$ cat src/hdl/fps_pkg.sv
// ----------------------------------------------------------------------------
// fps_pkg: shared types and constants of the five-point stencil update
// Holds the data widths, the register indexes of the configuration port and
// the window column type that the cells pass along the chain.
// ----------------------------------------------------------------------------
package fps_pkg;

  // Cell value width, unsigned Q16.16.
  localparam int DATA_W = 32;

  // Width of the widened stencil sum: 4*centre plus four neighbors.
  localparam int SUM_W = DATA_W + 3;

  // Width of a size register.
  localparam int CFG_W = 11;

  // Width of the configuration register index.
  localparam int CFG_IDX_W = 2;

  // Register indexes.
  localparam logic [CFG_IDX_W-1:0] REG_COLS = 2'd0;
  localparam logic [CFG_IDX_W-1:0] REG_ROWS = 2'd1;

  // One column of the 3x3 window: top is the oldest row.
  typedef struct packed {
    logic [DATA_W-1:0] top;
    logic [DATA_W-1:0] mid;
    logic [DATA_W-1:0] bot;
  } col_t;

endpackage

$ cat src/hdl/fps_cell.sv
// ----------------------------------------------------------------------------
// fps_cell: one column cell of the stencil window
// Holds one window column and takes the column of its right-hand neighbor
// on every beat that moves the window.
// ----------------------------------------------------------------------------
module fps_cell (
  input  logic          clk,
  input  logic          rst_n,
  input  logic          shift_en,
  input  fps_pkg::col_t col_in,
  output fps_pkg::col_t col_r
);

  fps_pkg::col_t col_nxt;

  // Load the neighbor column when the window moves.
  always_comb begin
    col_nxt = col_r;
    if (shift_en) begin
      col_nxt = col_in;
    end
  end

  always_ff @(posedge clk) begin
    if (!rst_n) begin
      col_r <= '0;
    end else begin
      col_r <= col_nxt;
    end
  end

endmodule

$ cat config.mk
export PLATFORM = sky130hd
export DESIGN_NAME = fps_cell
export DESIGN_NICKNAME = d
export VERILOG_FILES = /design/src/hdl/fps_pkg.sv /design/src/hdl/fps_cell.sv
export SDC_FILE = /design/constraint.sdc
export NUM_CORES = 1
export LEC_CHECK = 0
export BUFFER_PORTS_ARGS = -buffer_cell sky130_fd_sc_hd__buf_2
export CORE_AREA = 5 5 94 96
export CTS_CLUSTER_DIAMETER = 40
export DETAILED_ROUTE_END_ITERATION = 10
export DIE_AREA = 0 0 99 101
export GPL_TIMING_DRIVEN = 0
export MAX_ROUTING_LAYER = met4
export PLACE_DENSITY = 0.86
export SLEW_MARGIN = 0
export SYNTH_ARGS = -nofsm -noshare
export SYNTH_HDL_FRONTEND = slang
export SYNTH_SLANG_ARGS = --single-unit
export TNS_END_PERCENT = 50
$ cat constraint.sdc
create_clock -name clk -period 2.05 [get_ports clk]
set_input_delay 0.1025 -clock clk [delete_from_list [all_inputs] [get_ports clk]]
set_output_delay 0.1025 -clock clk [all_outputs]
set_load 0.05 [all_outputs]
==> impl_results.md <==
- Status: complete, no violations
- Clk slew on worst S/H paths: 0.09 ns
- Worst setup SP type: register
- Post-CTS Setup Inserts: 0
- CTS tree: yes
- DIE AREA: between 9000 and 10000 sq um
- Worst IR drop on VDD: 0.454 mV
- Max Cap Violations: 0
- Worst endpoint required time: 1.95 ns
- DP HPWL: 7090 um
- Longest Clk Path Bufs: 2
- Area Overhead vs Synth: 40.3%
- Syn Nets: between 400 and 500
- I/O Pins: 195
- RePlAce Congestion: 0.908
- Die Y: a little over 100 um
- Final Hold Vio Count: 0
- Inserted Clock Buffers: 9
- Global route overflow: 0
- Worst slew margin: 74.9%
- CTS root buffer: clkbuf_8
- Setup TNS: 0 ns
- Crit-path cells: buf_2
- R2r setup slk: 1.36 ns
- Fmax: 0.915 GHz
- Initial Util: 46.0%
- Vias in the first global route: about 3200
- Max FFs per register: 96
- Core area: 7970 sq um
- DRT iter0 DRCs: 55
- Rows: 33
- Largest net degree at the start of global routing: 16
- Setup CP Type: register to output port
- Slew Limit Fails: 0
- CP max-delay cell: dfxtp_1
- Worst Tran Pin Value: 0.376 ns
- Post-synth cell types: 8
- Clock Latency Late Sink: around 0.33 ns
- Nets: between 600 and 700
- Cell count after synthesis: 309
- #FFs+latches synth: 96
- Seq/Total Area, Yosys: 52.5%
- Delay of the slowest critical-path stage: 0.37 ns
- Synthesized area: between 3000 and 4000 sq um
- Drt total wl: 9520 um
- Type of the tightest min-delay check: primary input to register
- Min Tclk post-route: 1.09 ns
- Vias per cell: 4.61
- H-tree Lvls: 3
- Fin crit share: about 53%
- Clk_skew: 0 ns
- Post-Syn Area per Cell: 11.9 sq um
- Antenna diodes: 0
- Port-buffer cells: between 150 and 200
- DIE WIDTH: 99 um
- Total global routing track utilization: about a fifth
- Final setup fails: 0
- Antenna viol nets, final: 0
- Crit. End Element: output port
- Synthesis Warnings: 0
- Worst Path Max Fanout: 2
- PwrDens: 789 nW/um^2
- Drt drc: 0
- Worst path bufs/invs: 1
- Pwr Total: 4.06 mW
- DR WL/cell: 14.8 um
- Family with the most delay on the worst path: flip-flops
- Leak pwr: 2.65 nW
- Share of cells above drive strength 1: between 40% and 50%
- Global-route wire length before repair: 15300 um
- Top reg by flops: col_r
- Largest regs: col_r x96
- TritonRoute pass-1 iters: 4
- Worst EP arrival: approximately 0.99 ns
- Unrepaired setup endpoints after global routing: no
- TritonCTS Sinks: 96
- Via count: roughly 3000
- Initial antenna violation count: 0
[power by group]
| part | leakage, nW | internal (mW) | total, mW | switching [mW] |
|---|---|---|---|---|
| Clock | 0.0813 | 0.470 | 1.09 | 0.616 |
| Combinational | 1.77 | 0.329 | 0.937 | 0.608 |
| Sequential | 0.793 | 1.98 | 2.03 | 0.0569 |
[routing by layer]
| metal | vias up | part of all wire (%) | GRT usage, % | wire (um) |
|---|---|---|---|---|
| met2 | 135 | 51 | 35.0 | 4830 |
| met3 | 15 | 9.1 | 5.54 | 869 |
| met5 | - | 0 | - | 0 |
| met1 | 1351 | 39 | 21.1 | 3670 |
| met4 | 0 | 1.5 | 7.67 | 142 |
| li1 | 1463 | - | - | - |
[stage by stage]
stage	instances	setup WS, ns	hold WS, ns	utilization [%]	instance area (sq um)
3_3_place_gp	606	1.08	0.357	59.7	4750
3_5_place_dp	606	1.03	0.372	59.7	4750
5_1_grt	643	0.898	0.00496	64.5	5140
6_report	643	0.957	0.0148	64.5	5140
4_1_cts	643	0.933	0.000156	64.5	5140
2_1_floorplan	309	1.15	0.272	-	3660
[cell usage after synthesis, drive strengths merged]
| cell | n | share of area (%) |
|---|---|---|
| nor2b | 96 | 16 |
| dfxtp | 96 | 52 |
| clkbuf | 10 | 1.1 |
| buf | 11 | 3.8 |
| mux2i | 96 | 26 |
[cells by family (layout without fill, tap and decap cells)]
logic type | count (synthesis) | after routing | share of synthesized area (%)
muxes | 96 | 96 | 26.2
and+or+nand+nor | 96 | 96 | 16.4
buffers and inverters | 21 | 250 | 4.89
DFF | 96 | 96 | 52.5
[what timing repair did]
action,4_1_cts,5_1_grt
hold buffers,21,0
resized for setup,0,0
endpoints found under the hold margin,21,0
[area by class of cell]
type                            instances  area, sq um
Fill cell                             647         2830
Sequential cell                        96         1920
Multi-Input combinational cell        192         1560
Timing Repair Buffer                  213         1170
Buffer                                 21          179
Clock buffer                           11          141
Tap cell                              105          131
Clock inverter                          5         32.5
[final timing paths]
path | from | to | cells past startpoint
setup / recovery | col_r[71] | col_r[71] | 1
setup reg to reg | col_r[57] | col_r[57] | 2
hold reg to reg | col_r[93] | col_r[93] | 2
hold / removal | col_in[2] | col_r[2] | 3
[cells in the final DEF (no fill, tap or decap)]
master,count
buf_12,4
buf_2,192
buf_4,6
buf_8,1
clkbuf_1,10
clkbuf_2,1
clkbuf_8,10
clkinv_2,2
clkinvlp_4,3
dfxtp_1,96
dlygate4sd3_1,21
mux2i_1,96
nor2b_1,96
Note: power is estimated with default switching activity, not from simulation.
